<file path="src/sv/ssi_pkg.sv">
// Package for the sphere segment interpolator.
// Holds the sizes, action codes and the controller/datapath command and status types.
// No dependencies.
package ssi_pkg;

  localparam int MAX_SPHERES = 400;
  localparam int MAX_STEPS   = 63;

  localparam int COORD_W   = 32;
  localparam int RAD_W     = 31;
  localparam int STEP_W    = 6;
  localparam int COLOR_W   = 48;
  localparam int TYPE_W    = 8;
  localparam int SLOT_W    = 9;
  localparam int ACTION_W  = 2;
  localparam int LANES     = 4;
  localparam int CNT_W     = $clog2(MAX_SPHERES + 1);
  localparam int N_W       = $clog2(MAX_STEPS + 2);
  localparam int DIV_CNT_W = $clog2(COORD_W);

  localparam logic [ACTION_W-1:0] ACT_CLEAR   = 2'd0;
  localparam logic [ACTION_W-1:0] ACT_SEGMENT = 2'd1;
  localparam logic [ACTION_W-1:0] ACT_POINT   = 2'd2;

  typedef struct packed {
    logic load;
    logic point;
    logic clr_count;
    logic div_step;
    logic emit;
  } ssi_cmd_t;

  typedef struct packed {
    logic div_done;
    logic out_free;
    logic run_end;
  } ssi_status_t;

endpackage

</file>
<file path="src/sv/sphere_segment_interpolator_top.sv">
// Top level of the sphere segment interpolator.
// Joins the controller ssi_ctrl and the datapath ssi_dp. Depends on ssi_pkg.
//
// Turns path segments into spheres with consecutive store slots. A segment
// item is accepted, then divided in the bit-serial restoring divider (four
// lanes, one quotient bit each per cycle, x, y, z and radius in parallel),
// then emitted as one sphere per cycle out of the accumulators while the
// output register is free. A final-point item is accepted and emitted as one
// sphere; a clear item resets the store count. A full store ends the run with
// one overflow result. The output register holds a result until it is taken;
// the next item is accepted while the last result of the previous one still waits.
module sphere_segment_interpolator_top (
  input  logic                                clk,
  input  logic                                rst_n,
  input  logic                                in_valid,
  output logic                                in_ready,
  input  logic        [ssi_pkg::ACTION_W-1:0] in_action,
  input  logic signed [ssi_pkg::COORD_W-1:0]  in_start_x,
  input  logic signed [ssi_pkg::COORD_W-1:0]  in_start_y,
  input  logic signed [ssi_pkg::COORD_W-1:0]  in_start_z,
  input  logic        [ssi_pkg::RAD_W-1:0]    in_start_radius,
  input  logic signed [ssi_pkg::COORD_W-1:0]  in_end_x,
  input  logic signed [ssi_pkg::COORD_W-1:0]  in_end_y,
  input  logic signed [ssi_pkg::COORD_W-1:0]  in_end_z,
  input  logic        [ssi_pkg::RAD_W-1:0]    in_end_radius,
  input  logic        [ssi_pkg::STEP_W-1:0]   in_steps,
  input  logic        [ssi_pkg::COLOR_W-1:0]  in_color_packed,
  input  logic        [ssi_pkg::TYPE_W-1:0]   in_object_type,
  output logic                                out_valid,
  input  logic                                out_ready,
  output logic signed [ssi_pkg::COORD_W-1:0]  out_pos_x,
  output logic signed [ssi_pkg::COORD_W-1:0]  out_pos_y,
  output logic signed [ssi_pkg::COORD_W-1:0]  out_pos_z,
  output logic        [ssi_pkg::RAD_W-1:0]    out_radius,
  output logic        [ssi_pkg::COLOR_W-1:0]  out_color_out,
  output logic        [ssi_pkg::TYPE_W-1:0]   out_type_out,
  output logic        [ssi_pkg::SLOT_W-1:0]   out_slot,
  output logic                                out_last,
  output logic                                out_overflow
);
  import ssi_pkg::*;

  ssi_cmd_t    cmd;
  ssi_status_t status;

  ssi_ctrl u_ctrl (
    .clk       (clk),
    .rst_n     (rst_n),
    .in_valid  (in_valid),
    .in_action (in_action),
    .in_ready  (in_ready),
    .status    (status),
    .cmd       (cmd)
  );

  ssi_dp u_dp (
    .clk             (clk),
    .rst_n           (rst_n),
    .cmd             (cmd),
    .status          (status),
    .in_start_x      (in_start_x),
    .in_start_y      (in_start_y),
    .in_start_z      (in_start_z),
    .in_start_radius (in_start_radius),
    .in_end_x        (in_end_x),
    .in_end_y        (in_end_y),
    .in_end_z        (in_end_z),
    .in_end_radius   (in_end_radius),
    .in_steps        (in_steps),
    .in_color_packed (in_color_packed),
    .in_object_type  (in_object_type),
    .out_valid       (out_valid),
    .out_ready       (out_ready),
    .out_pos_x       (out_pos_x),
    .out_pos_y       (out_pos_y),
    .out_pos_z       (out_pos_z),
    .out_radius      (out_radius),
    .out_color_out   (out_color_out),
    .out_type_out    (out_type_out),
    .out_slot        (out_slot),
    .out_last        (out_last),
    .out_overflow    (out_overflow)
  );

endmodule

</file>
<file path="src/sv/ssi_ctrl.sv">
// Controller for the sphere segment interpolator.
// Sequences accept, divide and emit phases; drives ssi_dp through ssi_cmd_t.
// Depends on ssi_pkg.
module ssi_ctrl (
  input  logic                           clk,
  input  logic                           rst_n,
  input  logic                           in_valid,
  input  logic [ssi_pkg::ACTION_W-1:0]   in_action,
  output logic                           in_ready,
  input  ssi_pkg::ssi_status_t           status,
  output ssi_pkg::ssi_cmd_t              cmd
);
  import ssi_pkg::*;

  typedef enum logic [1:0] {ST_IDLE, ST_DIV, ST_EMIT} state_t;

  state_t state_r;
  state_t state_nxt;

  assign in_ready = (state_r == ST_IDLE);

  always_comb begin
    cmd       = '0;
    state_nxt = state_r;
    unique case (state_r)
      ST_IDLE: begin
        if (in_valid) begin
          unique case (in_action)
            ACT_CLEAR: begin
              cmd.clr_count = 1'b1;
            end
            ACT_SEGMENT: begin
              cmd.load  = 1'b1;
              state_nxt = ST_DIV;
            end
            ACT_POINT: begin
              cmd.load  = 1'b1;
              cmd.point = 1'b1;
              state_nxt = ST_EMIT;
            end
            default: begin
              state_nxt = ST_IDLE;
            end
          endcase
        end
      end
      ST_DIV: begin
        cmd.div_step = 1'b1;
        if (status.div_done) begin
          state_nxt = ST_EMIT;
        end
      end
      ST_EMIT: begin
        if (status.out_free) begin
          cmd.emit = 1'b1;
          if (status.run_end) begin
            state_nxt = ST_IDLE;
          end
        end
      end
      default: begin
        state_nxt = ST_IDLE;
      end
    endcase
  end

  always_ff @(posedge clk) begin
    if (!rst_n) begin
      state_r <= ST_IDLE;
    end else begin
      state_r <= state_nxt;
    end
  end

endmodule

</file>
<file path="src/sv/ssi_dp.sv">
// Datapath for the sphere segment interpolator.
// Four restoring divider lanes, step accumulators, store count and output register.
// Depends on ssi_pkg.
module ssi_dp (
  input  logic                                clk,
  input  logic                                rst_n,
  input  ssi_pkg::ssi_cmd_t                   cmd,
  output ssi_pkg::ssi_status_t                status,
  input  logic signed [ssi_pkg::COORD_W-1:0]  in_start_x,
  input  logic signed [ssi_pkg::COORD_W-1:0]  in_start_y,
  input  logic signed [ssi_pkg::COORD_W-1:0]  in_start_z,
  input  logic        [ssi_pkg::RAD_W-1:0]    in_start_radius,
  input  logic signed [ssi_pkg::COORD_W-1:0]  in_end_x,
  input  logic signed [ssi_pkg::COORD_W-1:0]  in_end_y,
  input  logic signed [ssi_pkg::COORD_W-1:0]  in_end_z,
  input  logic        [ssi_pkg::RAD_W-1:0]    in_end_radius,
  input  logic        [ssi_pkg::STEP_W-1:0]   in_steps,
  input  logic        [ssi_pkg::COLOR_W-1:0]  in_color_packed,
  input  logic        [ssi_pkg::TYPE_W-1:0]   in_object_type,
  output logic                                out_valid,
  input  logic                                out_ready,
  output logic signed [ssi_pkg::COORD_W-1:0]  out_pos_x,
  output logic signed [ssi_pkg::COORD_W-1:0]  out_pos_y,
  output logic signed [ssi_pkg::COORD_W-1:0]  out_pos_z,
  output logic        [ssi_pkg::RAD_W-1:0]    out_radius,
  output logic        [ssi_pkg::COLOR_W-1:0]  out_color_out,
  output logic        [ssi_pkg::TYPE_W-1:0]   out_type_out,
  output logic        [ssi_pkg::SLOT_W-1:0]   out_slot,
  output logic                                out_last,
  output logic                                out_overflow
);
  import ssi_pkg::*;

  logic [COORD_W:0]   s_ext    [LANES];
  logic [COORD_W:0]   e_ext    [LANES];
  logic [COORD_W:0]   diff     [LANES];
  logic [COORD_W:0]   diff_neg [LANES];
  logic [COORD_W-1:0] mag      [LANES];
  logic [N_W:0]       shifted  [LANES];
  logic [N_W:0]       trial    [LANES];
  logic               ge       [LANES];
  logic [N_W:0]       r_sum    [LANES];
  logic               wrap     [LANES];
  logic [COORD_W-1:0] val      [LANES];

  logic [COORD_W-1:0] base_r [LANES];
  logic               neg_r  [LANES];
  logic [COORD_W-1:0] quo_r  [LANES];
  logic [N_W-1:0]     rem_r  [LANES];
  logic [COORD_W-1:0] accq_r [LANES];
  logic [N_W-1:0]     accr_r [LANES];

  logic [N_W-1:0]       n_r;
  logic [STEP_W-1:0]    idx_r;
  logic [STEP_W-1:0]    last_idx_r;
  logic [STEP_W-1:0]    steps_sat;
  logic [STEP_W-1:0]    last_idx_nxt;
  logic [DIV_CNT_W-1:0] div_cnt_r;
  logic [CNT_W-1:0]     count_r;
  logic [COLOR_W-1:0]   color_r;
  logic [TYPE_W-1:0]    type_r;
  logic                 full;

  logic                 out_valid_r;
  logic [COORD_W-1:0]   out_x_r;
  logic [COORD_W-1:0]   out_y_r;
  logic [COORD_W-1:0]   out_z_r;
  logic [RAD_W-1:0]     out_rad_r;
  logic [COLOR_W-1:0]   out_color_r;
  logic [TYPE_W-1:0]    out_type_r;
  logic [SLOT_W-1:0]    out_slot_r;
  logic                 out_last_r;
  logic                 out_ovf_r;

  always_comb begin
    s_ext[0] = {in_start_x[COORD_W-1], in_start_x};
    s_ext[1] = {in_start_y[COORD_W-1], in_start_y};
    s_ext[2] = {in_start_z[COORD_W-1], in_start_z};
    s_ext[3] = {{(COORD_W + 1 - RAD_W){1'b0}}, in_start_radius};
    e_ext[0] = {in_end_x[COORD_W-1], in_end_x};
    e_ext[1] = {in_end_y[COORD_W-1], in_end_y};
    e_ext[2] = {in_end_z[COORD_W-1], in_end_z};
    e_ext[3] = {{(COORD_W + 1 - RAD_W){1'b0}}, in_end_radius};
    for (int i = 0; i < LANES; i++) begin
      diff[i]     = e_ext[i] - s_ext[i];
      diff_neg[i] = ~diff[i] + 1'b1;
      mag[i]      = diff[i][COORD_W] ? diff_neg[i][COORD_W-1:0] : diff[i][COORD_W-1:0];
      shifted[i]  = {rem_r[i], quo_r[i][COORD_W-1]};
      trial[i]    = shifted[i] - {1'b0, n_r};
      ge[i]       = (shifted[i] >= {1'b0, n_r});
      r_sum[i]    = {1'b0, accr_r[i]} + {1'b0, rem_r[i]};
      wrap[i]     = (r_sum[i] >= {1'b0, n_r});
      val[i]      = neg_r[i] ? (base_r[i] - accq_r[i]) : (base_r[i] + accq_r[i]);
    end
  end

  assign steps_sat    = (in_steps > STEP_W'(MAX_STEPS)) ? STEP_W'(MAX_STEPS) : in_steps;
  assign last_idx_nxt = cmd.point ? '0 : steps_sat;
  assign full         = (count_r >= CNT_W'(MAX_SPHERES));

  assign status.div_done = (div_cnt_r == DIV_CNT_W'(COORD_W - 1));
  assign status.out_free = !out_valid_r || out_ready;
  assign status.run_end  = full || (idx_r == last_idx_r);

  // Lane datapath: load, divide, accumulate
  always_ff @(posedge clk) begin
    if (cmd.load) begin
      for (int i = 0; i < LANES; i++) begin
        base_r[i] <= s_ext[i][COORD_W-1:0];
        neg_r[i]  <= diff[i][COORD_W];
        quo_r[i]  <= mag[i];
        rem_r[i]  <= '0;
        accq_r[i] <= '0;
        accr_r[i] <= '0;
      end
      n_r        <= N_W'({1'b0, last_idx_nxt} + 1'b1);
      idx_r      <= '0;
      last_idx_r <= last_idx_nxt;
      color_r    <= in_color_packed;
      type_r     <= in_object_type;
    end else if (cmd.div_step) begin
      for (int i = 0; i < LANES; i++) begin
        rem_r[i] <= ge[i] ? trial[i][N_W-1:0] : shifted[i][N_W-1:0];
        quo_r[i] <= {quo_r[i][COORD_W-2:0], ge[i]};
      end
    end else if (cmd.emit && !full) begin
      for (int i = 0; i < LANES; i++) begin
        accq_r[i] <= accq_r[i] + quo_r[i] + COORD_W'(wrap[i]);
        accr_r[i] <= wrap[i] ? N_W'(r_sum[i] - {1'b0, n_r}) : r_sum[i][N_W-1:0];
      end
      idx_r <= idx_r + 1'b1;
    end
  end

  // Divide counter and store count
  always_ff @(posedge clk) begin
    if (!rst_n) begin
      div_cnt_r <= '0;
      count_r   <= '0;
    end else begin
      if (cmd.load) begin
        div_cnt_r <= '0;
      end else if (cmd.div_step) begin
        div_cnt_r <= div_cnt_r + 1'b1;
      end
      if (cmd.clr_count) begin
        count_r <= '0;
      end else if (cmd.emit && !full) begin
        count_r <= count_r + 1'b1;
      end
    end
  end

  // Output register
  always_ff @(posedge clk) begin
    if (!rst_n) begin
      out_valid_r <= 1'b0;
    end else if (cmd.emit) begin
      out_valid_r <= 1'b1;
    end else if (out_ready) begin
      out_valid_r <= 1'b0;
    end
  end

  always_ff @(posedge clk) begin
    if (cmd.emit) begin
      if (full) begin
        out_x_r     <= '0;
        out_y_r     <= '0;
        out_z_r     <= '0;
        out_rad_r   <= '0;
        out_color_r <= '0;
        out_type_r  <= '0;
        out_slot_r  <= '0;
        out_last_r  <= 1'b1;
        out_ovf_r   <= 1'b1;
      end else begin
        out_x_r     <= val[0];
        out_y_r     <= val[1];
        out_z_r     <= val[2];
        out_rad_r   <= val[3][RAD_W-1:0];
        out_color_r <= color_r;
        out_type_r  <= type_r;
        out_slot_r  <= SLOT_W'(count_r);
        out_last_r  <= (idx_r == last_idx_r);
        out_ovf_r   <= 1'b0;
      end
    end
  end

  assign out_valid     = out_valid_r;
  assign out_pos_x     = out_x_r;
  assign out_pos_y     = out_y_r;
  assign out_pos_z     = out_z_r;
  assign out_radius    = out_rad_r;
  assign out_color_out = out_color_r;
  assign out_type_out  = out_type_r;
  assign out_slot      = out_slot_r;
  assign out_last      = out_last_r;
  assign out_overflow  = out_ovf_r;

endmodule

</file>
<file path="config.mk">
export PLATFORM = sky130hd
export DESIGN_NAME = sphere_segment_interpolator_top
export DESIGN_NICKNAME = d
export VERILOG_FILES = /design/src/sv/ssi_pkg.sv /design/src/sv/sphere_segment_interpolator_top.sv /design/src/sv/ssi_ctrl.sv /design/src/sv/ssi_dp.sv
export SDC_FILE = /design/constraint.sdc
export NUM_CORES = 2
export LEC_CHECK = 0
export ABC_AREA = 1
export BUFFER_PORTS_ARGS = -buffer_cell sky130_fd_sc_hd__clkbuf_2
export CORE_AREA = 4 4 488 249
export CTS_CLUSTER_SIZE = 10
export DETAILED_ROUTE_END_ITERATION = 10
export DIE_AREA = 0 0 492 253
export HOLD_SLACK_MARGIN = 0.15
export PLACE_DENSITY = 0.77
export SETUP_SLACK_MARGIN = 0.05
export SYNTH_ARGS = -nofsm -noshare
export SYNTH_HDL_FRONTEND = slang
export SYNTH_HIERARCHICAL = 1
export SYNTH_SLANG_ARGS = --single-unit
</file>
<file path="constraint.sdc">
create_clock -name clk -period 36.3 [get_ports clk]
set_input_delay 1.815 -clock clk [delete_from_list [all_inputs] [get_ports clk]]
set_output_delay 1.815 -clock clk [all_outputs]
set_load 0.02 [all_outputs]
</file>
==> flow_summary.ini <==
[global_route]
grt_pass1_wl_um = 289000
overflow = 0
grt_pass1_vias = 49400
antenna_found_initial = 5
grtUsageTotal_pct = 29.8
grt_max_degree = 91

[sta]
tightest_slew_ps = 1330
slew_headroom_pct = 9.23
setup_tns_ps = 0
setup_violations = 0
report.final.slew_viol_count = 0
setup_ws_ps = 30330
fmax_mhz = 167
rsz0062_at_grt = false
hold_ws_ps = 490
fin_crit_ps = 5970
period_share_pct = 16.5
clock_skew_ps = 33.8
finalHoldViolations = 0

[cts]
cts.sink_count = 728
cts_buffers = 85
cts.path.max_buffers = 3
post_cts_buffers = 0
clk_pin_slew_worst_paths_ps = 70
cts.repair.resized = 0
worstSkewPairLatency_ps = 700
cts_tree = done
h-tree-depth = 3
postCtsHoldBufs = 0
ctsRootBufferMaster = clkbuf_16

[floorplan]
start_util_pct = 49.8
core-area_mm2 = 0.117
rows = 89
io_pins = 518
dieArea_mm2 = 0.124
die_h_um = 253
die-width_um = 492

[placement]
port_buffers = 517
dp.cells = 9859
dp_hpwl_um = 156000
pre_cts_ws_ps = 30250
gp_congestion = 1.00
post_dp_cell_area_mm2 = 0.0627

[worst_setup_path]
crit_start = u_dp/rem_r[1][2]$_SDFFCE_PN0P_
start_kind = flop
crit_arrival_ps = 6540
crit_fanout = 13
rrSetupSlack_ps = 30330
cp.required_ps = 36870
cp_slowest_cell = fa_1
end_kind = flop
crit_type = flop to flop
slowest_delay_ps = 570
r2r-end = u_dp/accq_r[1][21]$_SDFFCE_PN0P_
cpMostUsedCell = a21oi_1
r2r_cells = 26
endpoint = u_dp/accq_r[1][21]$_SDFFCE_PN0P_
r2r_start = u_dp/rem_r[1][2]$_SDFFCE_PN0P_

[synthesis]
synthDistinctLibCells = 62
syn_inst = 7824
syn_nets = 8641
synth_area_leaders = edfxtp_1 (36%), nand2_1 (12%), ha_1 (10%), inv_1 (8.1%), a21oi_1 (6.2%)
synth_most_common_cell = nand2_1
yosysSeqAreaShare_pct = 37.1
ys.flop_type = edfxtp_1
async_flop_share_pct = 0
yosys.area.top_type = edfxtp_1
ys_ff_latch = 728
avgSynthCellArea_um2 = 7.45
netlist.area_leader.share_pct = 36.3
syn-cell-area_mm2 = 0.0583
synth_edf_count = 705
synthTopCellsByCount = nand2_1 (1863), inv_1 (1252), nor2_1 (837), a21oi_1 (724), edfxtp_1 (705)
yosys_warnings = 6

[drt]
wl_um = 194000
wl_per_cell_um = 19.4
ant_nets = 0
vias_per_cell = 5.66
drtPass1Iterations = 6
routed-via-count = 56600
drc = 0
initialDrtViolationCount = 7445

[finish]
final_nets = 9171
design_area_mm2 = 0.0651
fin_util_pct = 55.6
fillers = 11100
drive_gt1_share_pct = 8.99
syn_to_final_growth_pct = 11.7
finalNonFillerCells = 9985

[power]
total_power_mw = 5.67
vdd_drop_max_mv = 0.0459
powerDensity_mw_per_mm2 = 87.1
p_leak_nw = 31.1

[run_status]
status = finished, final reports clean

[hold_path]
hold_path.class = flop to flop

[run]
max_cap_viol_count = 0
==> per-layer routing <==
metal | track usage, % | part of all wire (%) | vias to the layer above | wire length, um
met5 | 0 | 0 | - | 0
met3 | 9.07 | 14 | 188 | 26400
li1 | - | - | 27200 | -
met4 | 4.52 | 1.3 | 0 | 2490
met1 | 49.1 | 49 | 26000 | 94900
met2 | 37.5 | 36 | 3165 | 69900
==> critical path: cells and delay by family (launching register included) <==
kind / cells / cell delay [ps]
buffers and inverters: 2 / 130
XOR/XNOR: 1 / 150
adder cells (fa/ha/maj): 3 / 1280
AND/OR/NAND/NOR: 7 / 1300
flip-flops: 1 / 420
AO/OA/AOI/OAI: 13 / 2550
==> cell type report <==
type | instances | area [um2] | share of cell area [%]
Antenna cell | 2 | 5.00 | 0.00769
Sequential cell | 728 | 21600 | 33.2
Inverter | 1270 | 4770 | 7.34
Tap cell | 1592 | 1990 | 3.06
Timing Repair Buffer | 546 | 2810 | 4.31
Clock buffer | 111 | 2230 | 3.43
Multi-Input combinational cell | 5723 | 31500 | 48.4
Clock inverter | 13 | 163 | 0.250
==> power breakdown <==
group	total [mW]	switching [mW]	internal (mW)
logic	3.29	2.25	1.04
registers	1.58	0.226	1.35
clock network	0.801	0.364	0.437
==> worst min path at each step <==
stage | from | cells after the start | to | slack (ps)
2_1_floorplan | u_dp/div_cnt_r[4]$_SDFFE_PP0P_ | 2 | u_dp/div_cnt_r[4]$_SDFFE_PP0P_ | 450
3_3_place_gp | u_dp/div_cnt_r[4]$_SDFFE_PP0P_ | 2 | u_dp/div_cnt_r[4]$_SDFFE_PP0P_ | 460
3_5_place_dp | u_dp/div_cnt_r[4]$_SDFFE_PP0P_ | 2 | u_dp/div_cnt_r[4]$_SDFFE_PP0P_ | 480
4_1_cts | u_dp/div_cnt_r[4]$_SDFFE_PP0P_ | 2 | u_dp/div_cnt_r[4]$_SDFFE_PP0P_ | 490
5_1_grt | u_dp/div_cnt_r[4]$_SDFFE_PP0P_ | 2 | u_dp/div_cnt_r[4]$_SDFFE_PP0P_ | 500
6_report | u_dp/div_cnt_r[4]$_SDFFE_PP0P_ | 2 | u_dp/div_cnt_r[4]$_SDFFE_PP0P_ | 490
==> cell usage in the layout, fill, tap and decap left out, drive strengths merged, types with 6 or more instances in the layout <==
master	count
a211oi	19
a21boi	23
a21o	15
a21oi	734
a221oi	6
a31oi	54
a41oi	9
and2	9
and3	6
buf	29
clkbuf	628
clkinv	13
dfxtp	23
edfxtp	705
fa	25
ha	470
inv	1268
nand2	1880
nand3	388
nand3b	33
nand4	97
nor2	856
nor3	114
nor3b	12
nor4	26
o211ai	9
o21a	76
o21ai	499
o21bai	23
o221ai	18
o31ai	22
or2	23
xnor2	103
xor2	160
==> cell families (layout without fill, tap and decap cells) <==
family / after synthesis / in the layout / synth area share [%]
compound gates: 1519 / 1519 / 14.4
flops: 728 / 728 / 37.1
simple gates: 3446 / 3446 / 24.6
xor+xnor: 263 / 263 / 4.00
other cells: 0 / 2 / 0
fa+ha+maj: 495 / 495 / 10.9
buf+inv: 1373 / 1940 / 8.97
==> registers in the layout, summed over array words and instances (netlist names), 6 cells and up <==
name / count
u_dp/out_pos_x: 32
u_dp/out_slot: 9
u_dp/last_idx_r: 6
u_dp/rem_r: 28
u_dp/out_pos_y: 32
u_dp/out_color_out: 48
u_dp/accq_r: 127
u_dp/count_r: 9
u_dp/quo_r: 128
u_dp/n_r: 7
u_dp/out_type_out: 8
u_dp/color_r: 48
u_dp/base_r: 127
u_dp/type_r: 8
u_dp/accr_r: 28
u_dp/idx_r: 6
u_dp/out_radius: 31
u_dp/out_pos_z: 32
Power figures use the tool's default switching activity.
